### config.mk
export PLATFORM = sky130hd
export DESIGN_NAME = pulse_duration_size_classifier_core_flat
export DESIGN_NICKNAME = d
export VERILOG_FILES = /design/src/pdsc_pkg.sv /design/src/pdsc_in_if.sv /design/src/pdsc_out_if.sv /design/src/pdsc_cfg_regs.sv /design/src/pdsc_update.sv /design/src/pulse_duration_size_classifier_core.sv /design/src/flat_wrapper.sv
export SDC_FILE = /design/constraint.sdc
export NUM_CORES = 1
export LEC_CHECK = 0
export ABC_AREA = 1
export BUFFER_PORTS_ARGS = -buffer_cell sky130_fd_sc_hd__buf_2
export CAP_MARGIN = 0
export CORE_AREA = 2 2 134 136
export DETAILED_ROUTE_END_ITERATION = 7
export DIE_AREA = 0 0 136 138
export PLACE_DENSITY = 0.78
export REMOVE_ABC_BUFFERS = 1
export SLEW_MARGIN = 0
export SYNTH_ARGS = -nofsm -noshare
export SYNTH_HDL_FRONTEND = slang
export SYNTH_SLANG_ARGS = --single-unit
### constraint.sdc
create_clock -name i_clk -period 3.73 [get_ports i_clk]
set_input_delay 0.746 -clock i_clk [delete_from_list [all_inputs] [get_ports i_clk]]
set_output_delay 0.746 -clock i_clk [all_outputs]
set_load 0.05 [all_outputs]
### src/pdsc_pkg.sv
`timescale 1ns / 1ps

package pdsc_pkg;

    // Width of the class totals; the result fields show the low 16 bits.
    localparam int COUNT_WIDTH = 16;

    localparam int LIMIT_WIDTH = 16;
    localparam int TICK_WIDTH  = 16;
    localparam int FIELD_WIDTH = 16;

    localparam int CFG_COUNT       = 4;
    localparam int CFG_INDEX_WIDTH = $clog2(CFG_COUNT);

    // Register indexes on the configuration port
    localparam logic [CFG_INDEX_WIDTH-1:0] CFG_JAM_LIMIT    = CFG_INDEX_WIDTH'(0);
    localparam logic [CFG_INDEX_WIDTH-1:0] CFG_SMALL_LIMIT  = CFG_INDEX_WIDTH'(1);
    localparam logic [CFG_INDEX_WIDTH-1:0] CFG_MIDDLE_LIMIT = CFG_INDEX_WIDTH'(2);
    localparam logic [CFG_INDEX_WIDTH-1:0] CFG_LARGE_LIMIT  = CFG_INDEX_WIDTH'(3);

    localparam logic [LIMIT_WIDTH-1:0] JAM_LIMIT_RST    = LIMIT_WIDTH'(1000);
    localparam logic [LIMIT_WIDTH-1:0] SMALL_LIMIT_RST  = LIMIT_WIDTH'(100);
    localparam logic [LIMIT_WIDTH-1:0] MIDDLE_LIMIT_RST = LIMIT_WIDTH'(200);
    localparam logic [LIMIT_WIDTH-1:0] LARGE_LIMIT_RST  = LIMIT_WIDTH'(400);

    // Passages shorter than this are treated as noise
    localparam logic [TICK_WIDTH-1:0] MIN_TICKS = TICK_WIDTH'(10);

    // op codes
    localparam logic OP_TICK   = 1'b0;
    localparam logic OP_SENSOR = 1'b1;

    typedef struct packed {
        logic [LIMIT_WIDTH-1:0] jam_limit;
        logic [LIMIT_WIDTH-1:0] small_limit;
        logic [LIMIT_WIDTH-1:0] middle_limit;
        logic [LIMIT_WIDTH-1:0] large_limit;
    } t_cfg;

    typedef struct packed {
        logic op;
        logic enter_seen;
        logic exit_seen;
    } t_item;

    typedef struct packed {
        logic                   timing_on;
        logic                   end_pending;
        logic [TICK_WIDTH-1:0]  passage_ticks;
        logic [COUNT_WIDTH-1:0] small_total;
        logic [COUNT_WIDTH-1:0] middle_total;
        logic [COUNT_WIDTH-1:0] large_total;
        logic                   jam_mark;
        logic                   alarm_mark;
        logic                   refresh_mark;
    } t_state;

endpackage

### src/pdsc_in_if.sv
`timescale 1ns / 1ps

interface pdsc_in_if;
    logic valid;
    logic ready;
    logic op;
    logic enter_seen;
    logic exit_seen;

    modport source (output valid, output op, output enter_seen, output exit_seen,
                    input ready);
    modport sink (input valid, input op, input enter_seen, input exit_seen,
                  output ready);
endinterface

### src/pdsc_out_if.sv
`timescale 1ns / 1ps

interface pdsc_out_if;
    logic        valid;
    logic        ready;
    logic [15:0] small_count;
    logic [15:0] middle_count;
    logic [15:0] large_count;
    logic        jam_seen;
    logic        alarm_seen;
    logic        refresh_needed;
    logic        timing_active;

    modport source (output valid, output small_count, output middle_count,
                    output large_count, output jam_seen, output alarm_seen,
                    output refresh_needed, output timing_active, input ready);
    modport sink (input valid, input small_count, input middle_count,
                  input large_count, input jam_seen, input alarm_seen,
                  input refresh_needed, input timing_active, output ready);
endinterface

### src/pdsc_cfg_regs.sv
`timescale 1ns / 1ps

module pdsc_cfg_regs
    import pdsc_pkg::*;
(
    input  logic                       i_clk,
    input  logic                       i_rst_n,
    input  logic                       i_cfg_we,
    input  logic [CFG_INDEX_WIDTH-1:0] i_cfg_index,
    input  logic [LIMIT_WIDTH-1:0]     i_cfg_data,
    output t_cfg                       o_cfg
);

    t_cfg r_cfg;

    always_ff @(posedge i_clk) begin
        if (!i_rst_n) begin
            r_cfg.jam_limit    <= JAM_LIMIT_RST;
            r_cfg.small_limit  <= SMALL_LIMIT_RST;
            r_cfg.middle_limit <= MIDDLE_LIMIT_RST;
            r_cfg.large_limit  <= LARGE_LIMIT_RST;
        end else if (i_cfg_we) begin
            case (i_cfg_index)
                CFG_JAM_LIMIT:    r_cfg.jam_limit    <= i_cfg_data;
                CFG_SMALL_LIMIT:  r_cfg.small_limit  <= i_cfg_data;
                CFG_MIDDLE_LIMIT: r_cfg.middle_limit <= i_cfg_data;
                CFG_LARGE_LIMIT:  r_cfg.large_limit  <= i_cfg_data;
                default: ;
            endcase
        end
    end

    assign o_cfg = r_cfg;

endmodule

### src/pdsc_update.sv
`timescale 1ns / 1ps

module pdsc_update
    import pdsc_pkg::*;
(
    input  t_cfg   i_cfg,
    input  t_item  i_item,
    input  t_state i_state,
    output t_state o_state
);

    logic [TICK_WIDTH-1:0] w_ticks_inc;
    logic [TICK_WIDTH-1:0] w_t;

    assign w_ticks_inc = i_state.passage_ticks + TICK_WIDTH'(1);
    assign w_t         = i_state.passage_ticks;

    always_comb begin
        o_state = i_state;
        if (i_item.op == OP_SENSOR) begin
            if (i_item.enter_seen && !i_item.exit_seen) begin
                o_state.timing_on   = 1'b1;
                o_state.end_pending = 1'b0;
            end else if (!i_item.enter_seen && i_item.exit_seen) begin
                o_state.timing_on   = 1'b0;
                o_state.end_pending = 1'b1;
            end
        end else if (i_state.timing_on) begin
            o_state.passage_ticks = w_ticks_inc;
            if (w_ticks_inc > i_cfg.jam_limit) begin
                // jam: stop timing, raise flags
                o_state.jam_mark      = 1'b1;
                o_state.alarm_mark    = 1'b1;
                o_state.refresh_mark  = 1'b1;
                o_state.passage_ticks = '0;
                o_state.timing_on     = 1'b0;
                o_state.end_pending   = 1'b0;
            end
        end else if (i_state.end_pending) begin
            o_state.timing_on   = 1'b0;
            o_state.end_pending = 1'b0;
            if (w_t < MIN_TICKS) begin
                o_state.passage_ticks = '0;
            end else begin
                o_state.refresh_mark = 1'b1;
                // first test that holds wins; a count on a limit matches none
                if (w_t > i_cfg.large_limit) begin
                    o_state.alarm_mark    = 1'b1;
                    o_state.passage_ticks = '0;
                end else if (w_t > i_cfg.small_limit && w_t < i_cfg.middle_limit) begin
                    o_state.middle_total  = i_state.middle_total + COUNT_WIDTH'(1);
                    o_state.passage_ticks = '0;
                end else if (w_t > i_cfg.middle_limit && w_t < i_cfg.large_limit) begin
                    o_state.large_total   = i_state.large_total + COUNT_WIDTH'(1);
                    o_state.passage_ticks = '0;
                end else if (w_t < i_cfg.small_limit) begin
                    o_state.small_total   = i_state.small_total + COUNT_WIDTH'(1);
                    o_state.passage_ticks = '0;
                end
            end
        end
    end

endmodule

### src/pulse_duration_size_classifier_core.sv
`timescale 1ns / 1ps
// Path: an accepted input transaction waits in the input register, then moves
//   to the result register when the result stage can advance.
// Throughput: one transaction per cycle; the two-stage pipeline stalls only
//   when the result register is full and not taken.
// Reset: synchronous, active low; clears pipeline valids, all counters and
//   sticky flags, and loads the limit registers with their defaults.

module pulse_duration_size_classifier_core
    import pdsc_pkg::*;
(
    input  logic                       i_clk,
    input  logic                       i_rst_n,
    pdsc_in_if.sink                    i_item,
    pdsc_out_if.source                 o_result,
    input  logic                       i_cfg_we,
    input  logic [CFG_INDEX_WIDTH-1:0] i_cfg_index,
    input  logic [LIMIT_WIDTH-1:0]     i_cfg_data
);

    t_cfg   w_cfg;
    t_item  r_item;
    logic   r_in_valid;
    logic   r_out_valid;
    t_state r_state;
    t_state n_state;
    logic   w_advance;
    logic   w_in_ready;

    // Result fields, registered
    logic [FIELD_WIDTH-1:0] r_small_count;
    logic [FIELD_WIDTH-1:0] r_middle_count;
    logic [FIELD_WIDTH-1:0] r_large_count;
    logic                   r_jam_seen;
    logic                   r_alarm_seen;
    logic                   r_refresh_needed;
    logic                   r_timing_active;

    pdsc_cfg_regs u_cfg_regs (
        .i_clk       (i_clk),
        .i_rst_n     (i_rst_n),
        .i_cfg_we    (i_cfg_we),
        .i_cfg_index (i_cfg_index),
        .i_cfg_data  (i_cfg_data),
        .o_cfg       (w_cfg)
    );

    // Next state for the item in the input register
    pdsc_update u_update (
        .i_cfg   (w_cfg),
        .i_item  (r_item),
        .i_state (r_state),
        .o_state (n_state)
    );

    // Result stage moves when it is empty or being drained
    assign w_advance  = !r_out_valid || o_result.ready;
    assign w_in_ready = !r_in_valid || w_advance;
    assign i_item.ready = w_in_ready;

    always_ff @(posedge i_clk) begin
        if (!i_rst_n) begin
            r_in_valid  <= 1'b0;
            r_out_valid <= 1'b0;
            r_state     <= '0;
        end else begin
            if (w_in_ready) begin
                r_in_valid <= i_item.valid;
            end
            if (w_advance) begin
                r_out_valid <= r_in_valid;
                if (r_in_valid) begin
                    // state commits when the transaction leaves the input stage
                    r_state <= n_state;
                end
            end
        end
    end

    // Payload registers, no reset
    always_ff @(posedge i_clk) begin
        if (w_in_ready && i_item.valid) begin
            r_item.op         <= i_item.op;
            r_item.enter_seen <= i_item.enter_seen;
            r_item.exit_seen  <= i_item.exit_seen;
        end
        if (w_advance && r_in_valid) begin
            r_small_count    <= FIELD_WIDTH'(n_state.small_total);
            r_middle_count   <= FIELD_WIDTH'(n_state.middle_total);
            r_large_count    <= FIELD_WIDTH'(n_state.large_total);
            r_jam_seen       <= n_state.jam_mark;
            r_alarm_seen     <= n_state.alarm_mark;
            r_refresh_needed <= n_state.refresh_mark;
            r_timing_active  <= n_state.timing_on;
        end
    end

    assign o_result.valid          = r_out_valid;
    assign o_result.small_count    = r_small_count;
    assign o_result.middle_count   = r_middle_count;
    assign o_result.large_count    = r_large_count;
    assign o_result.jam_seen       = r_jam_seen;
    assign o_result.alarm_seen     = r_alarm_seen;
    assign o_result.refresh_needed = r_refresh_needed;
    assign o_result.timing_active  = r_timing_active;

endmodule

### src/flat_wrapper.sv
// flat-port wrapper written by rule: the top's interface ports become plain ports
module pulse_duration_size_classifier_core_flat import pdsc_pkg::*;
  (i_clk, i_rst_n, i_cfg_we, i_cfg_index, i_cfg_data, i_item_valid, i_item_op, i_item_enter_seen, i_item_exit_seen, i_item_ready, o_result_valid, o_result_small_count, o_result_middle_count, o_result_large_count, o_result_jam_seen, o_result_alarm_seen, o_result_refresh_needed, o_result_timing_active, o_result_ready);
  pdsc_in_if i_item_i ();
  pdsc_out_if o_result_i ();
  input  logic i_clk;
  input  logic i_rst_n;
  input  logic i_cfg_we;
  input  logic [CFG_INDEX_WIDTH-1:0] i_cfg_index;
  input  logic [LIMIT_WIDTH-1:0] i_cfg_data;
  input wire logic [$bits(i_item_i.valid)-1:0] i_item_valid;
  input wire logic [$bits(i_item_i.op)-1:0] i_item_op;
  input wire logic [$bits(i_item_i.enter_seen)-1:0] i_item_enter_seen;
  input wire logic [$bits(i_item_i.exit_seen)-1:0] i_item_exit_seen;
  output wire logic [$bits(i_item_i.ready)-1:0] i_item_ready;
  output wire logic [$bits(o_result_i.valid)-1:0] o_result_valid;
  output wire logic [$bits(o_result_i.small_count)-1:0] o_result_small_count;
  output wire logic [$bits(o_result_i.middle_count)-1:0] o_result_middle_count;
  output wire logic [$bits(o_result_i.large_count)-1:0] o_result_large_count;
  output wire logic [$bits(o_result_i.jam_seen)-1:0] o_result_jam_seen;
  output wire logic [$bits(o_result_i.alarm_seen)-1:0] o_result_alarm_seen;
  output wire logic [$bits(o_result_i.refresh_needed)-1:0] o_result_refresh_needed;
  output wire logic [$bits(o_result_i.timing_active)-1:0] o_result_timing_active;
  input wire logic [$bits(o_result_i.ready)-1:0] o_result_ready;
  assign i_item_i.valid = i_item_valid;
  assign i_item_i.op = i_item_op;
  assign i_item_i.enter_seen = i_item_enter_seen;
  assign i_item_i.exit_seen = i_item_exit_seen;
  assign i_item_ready = i_item_i.ready;
  assign o_result_valid = o_result_i.valid;
  assign o_result_small_count = o_result_i.small_count;
  assign o_result_middle_count = o_result_i.middle_count;
  assign o_result_large_count = o_result_i.large_count;
  assign o_result_jam_seen = o_result_i.jam_seen;
  assign o_result_alarm_seen = o_result_i.alarm_seen;
  assign o_result_refresh_needed = o_result_i.refresh_needed;
  assign o_result_timing_active = o_result_i.timing_active;
  assign o_result_i.ready = o_result_ready;
  pulse_duration_size_classifier_core u_core (.i_clk(i_clk), .i_rst_n(i_rst_n), .i_item(i_item_i), .o_result(o_result_i), .i_cfg_we(i_cfg_we), .i_cfg_index(i_cfg_index), .i_cfg_data(i_cfg_data));
endmodule
==> results by group <==
STA
  • Worst Hold Margin: 461 ps
  • Final hold viol count: 0
  • RSZ-0062 raised after global routing: false
  • Period Utilization, post-route: 0.855
  • Rel. slew slack: 0.280
  • Setup violators final: 0
  • Fmax: 314 MHz
  • Slew Limit Fails: 0
  • Minimum clock period: 3190 ps
  • Clock skew: between 9 and 10 ps
  • Slew at the pin closest to its max-slew limit: around 1100 ps

Hold path
  • Worst Hold Class: flip-flop to flip-flop
  • Worst hold path endpoint: u_core.u_cfg_regs.o_cfg[29]
  • Hold path start: u_core.u_cfg_regs.o_cfg[29]
  • Hold path depth: 2

Synthesis
  • Mapped Area: ~10000 um^2
  • Fraction of registers with async set/reset: 0
  • Ys flop type: dfxtp_1
  • Synth top cells by count: 253 x nand2_1, 227 x inv_1, 135 x dfxtp_1
  • Number of synthesized flops with an enable pin: between 50 and 60
  • Syn Inst Count: around 1300
  • Post-synthesis sequential area ratio: 0.422
  • Yosys reg bits: 190
  • Synth top area cells: dfxtp_1 26%, edfxtp_1 16%, nand2_1 9.2%, ha_1 8.6%, inv_1 8.3%
  • Unique masters post-synth: 40
  • Synth warnings: 0
  • Top-count cell post-synth: nand2_1
  • Cell taking the most area after synthesis: dfxtp_1
  • Post-synth top area share: 0.262
  • Post-synthesis area per instance: 7.70 um^2

Detailed routing
  • DRT met1 WL: 10800 um
  • WL met3: about 1200 um
  • Vias per inst: 5.40
  • # DRC: 0
  • Wire per inst: around 14 um
  • Router iterations before antenna repair: 5
  • Initial drt markers: between 700 and 800
  • DRT Wirelength: around 23000 um
  • Detail Route Antenna Nets: 0
  • Top Metal Used: met4
  • Routed wire length on met2: around 11000 um
  • Vias: between 8000 and 9000

Final layout
  • Synth-to-Final Area Change: 10.4%
  • Nets: ~1500
  • Antenna diodes: 0
  • Layout cell share with drive strength beyond 1: 0.111

Critical path
  • CP Max Fanout: 17
  • R2r setup slk: between 500 and 600 ps
  • Critical path capture point type: flip-flop
  • Critical Path RT: approximately 4000 ps
  • R2R Path Start: u_core.r_state[55]
  • FF-to-FF End: u_core.r_state[68]
  • Worst Setup Path Type: flip-flop to flip-flop
  • CP Launch Type: flip-flop
  • Data arrival time of the critical path: ~3500 ps
  • Worst R2R Path Depth: 18

Pwr
  • Peak VDD IR: approximately 0.33 mV
  • Switching Share: 0.294
  • Comb power frac: 0.149
  • Tot Pwr: ~4.8 mW
  • Internal power: 3.37 mW
  • Sequential power share: 0.483
  • Sw Pwr: about 1.4 mW
  • Clock power frac: 0.368
  • Pwr/cell area: ~420 nW/um^2
  • Leak pwr: roughly 5.4 nW

Run
  • Max Cap Violations: 0

Global routing
  • Largest net degree at the start of global routing: just over 60
  • Grt total ovfl: 0
  • Initial antenna violation count: 0
  • GR Util All Layers: 0.260
  • First-pass GRT wire length: ~40000 um
  • Vias in the first global route: roughly 8400

Floorplan
  • Initial Utilization: 0.588
  • Row cnt: around 50
  • Die Width: around 140 um
  • Top Ports: 80
  • DIE AREA: 18800 um^2
  • Die H: approximately 140 um
  • Core area: around 18000 um^2

Clocking
  • H-tree depth reported by CTS: 4
  • Insertion delay to the later sink of the worst-skew pair: 430 ps
  • Reg clk slew, reported paths: about 70 ps
  • # hold bufs at CTS: 0
  • TritonCTS clock tree: yes
  • Clock tree buffer depth: 2
  • Setup bufs post-CTS: 0
  • Root buf cell: clkbuf_16
  • Total CTS buffers: 17
  • Clock Sinks: 190

Placed design
  • HPWL Detailed: 16500 um
  • I/O Buffers: 79
  • GP Congestion: between 0.9 and 1

Status
  • Status: finished, final reports clean
cell usage in the layout (no fill, tap or decap), drive strengths merged:
| cell type | Yosys | routed |
|---|---|---|
| clkinvlp | 0 | 2 |
| edfxtp | 55 | 55 |
| nor4 | 9 | 9 |
| nor3 | 24 | 24 |
| inv | 232 | 236 |
| ha | 71 | 71 |
| clkinv | 3 | 10 |
| dfxtp | 135 | 135 |
| o211ai | 13 | 13 |
| and3 | 1 | 1 |
| o21bai | 4 | 4 |
| nor2 | 91 | 91 |
| a21o | 6 | 6 |
| o21a | 1 | 1 |
| nand3 | 85 | 85 |
| a21oi | 130 | 130 |
| o21ai | 100 | 100 |
| buf | 13 | 85 |
| nand4 | 43 | 43 |
| clkbuf | 34 | 18 |
| or2 | 2 | 2 |
| nand2 | 262 | 262 |
| xor2 | 26 | 26 |
| bufinv | 0 | 1 |
flip-flops by register name (all words and copies together), names as in the netlist:
signal,count
u_core.o_result.large_count,16
u_core.o_result.jam_seen,1
u_core.u_cfg_regs.o_cfg,64
u_core.r_state,69
u_core.r_in_valid,1
u_core.o_result.middle_count,16
u_core.o_result.timing_active,1
u_core.o_result.refresh_needed,1
u_core.o_result.alarm_seen,1
u_core.r_item,3
u_core.o_result.valid,1
u_core.o_result.small_count,16
kinds of logic (layout without fill, tap and decap cells):
| group | count (synthesis) | after routing | synth area share |
|---|---|---|---|
| buf+inv | 282 | 352 | 0.107 |
| simple gates | 517 | 517 | 0.232 |
| xor+xnor | 26 | 26 | 0.0221 |
| fa+ha+maj | 71 | 71 | 0.0861 |
| flops | 190 | 190 | 0.422 |
| compound gates | 254 | 254 | 0.131 |
worst max-delay path: stages (launching register included):
cell and delay, ps:
dfxtp_1 400, inv_1 160, nor4_1 430, nand3_1 200
nor2_1 150, xor2_1 100, ha_1 290, nand2_1 50
inv_1 60, nand3_1 100, nor3_1 190, nand2_1 80
nand2_1 90, nand2_2 220, nand3_1 200, o21a_1 140
inv_1 40, o21ai_0 130, inv_1 50
routing by layer:
| metal | vias to the layer above | track usage |
|---|---|---|
| met5 | - | 0 |
| met4 | 0 | 0.0861 |
| met3 | 44 | 0.0488 |
| met2 | 265 | 0.413 |
| met1 | 4028 | 0.359 |
| li1 | 4511 | - |
metrics by stage:
step | utilization | instances | area, um^2 | setup TNS, ps | setup WS (ps)
after floorplan | - | 1293 | 10100 | -22360 | -979
after CTS | 0.650 | 1639 | 11400 | 0 | 389
after global routing | 0.650 | 1639 | 11400 | 0 | 63.5
after detailed placement | 0.617 | 1607 | 10800 | 0 | 424
final | 0.650 | 1639 | 11400 | 0 | 542
after global placement | 0.617 | 1607 | 10800 | 0 | 500
power groups by stage:
stage / logic, mW / registers (mW) / clock network [mW]
after floorplan: 0.408 / 2.44 / 0
after global placement: 0.686 / 2.35 / 0
after CTS: 0.708 / 2.31 / 1.79
after detailed placement: 0.703 / 2.35 / 0
final: 0.709 / 2.31 / 1.76
after global routing: 0.792 / 2.32 / 1.87
worst max path at each step:
stage | depth (start not counted) | endpoint | from | slack [ps]
2_1_floorplan | 7 | u_core.r_state[66] | o_result_ready | -980
3_3_place_gp | 18 | u_core.r_state[68] | u_core.r_state[56] | 500
3_5_place_dp | 18 | u_core.r_state[68] | u_core.r_state[55] | 420
6_report | 18 | u_core.r_state[68] | u_core.r_state[55] | 540
4_1_cts | 18 | u_core.r_state[68] | u_core.r_state[55] | 390
5_1_grt | 18 | u_core.r_state[68] | u_core.r_state[55] | 60
what timing repair did:
| action | CTS | global route |
|---|---|---|
| resized for setup | 0 | 1 |
| endpoints found under the hold margin | 0 | 0 |
| setup endpoints to repair | 0 | 15 |
final cells by class:
class	count	area (um^2)
repair buffers	85	440
inverters	235	882
well taps	229	287
multi-input cells	868	4860
flip-flops and latches	190	4350
clock inverters	14	138
fillers	1551	6140
clock buffers	18	429
Power figures use the tool's default switching activity.
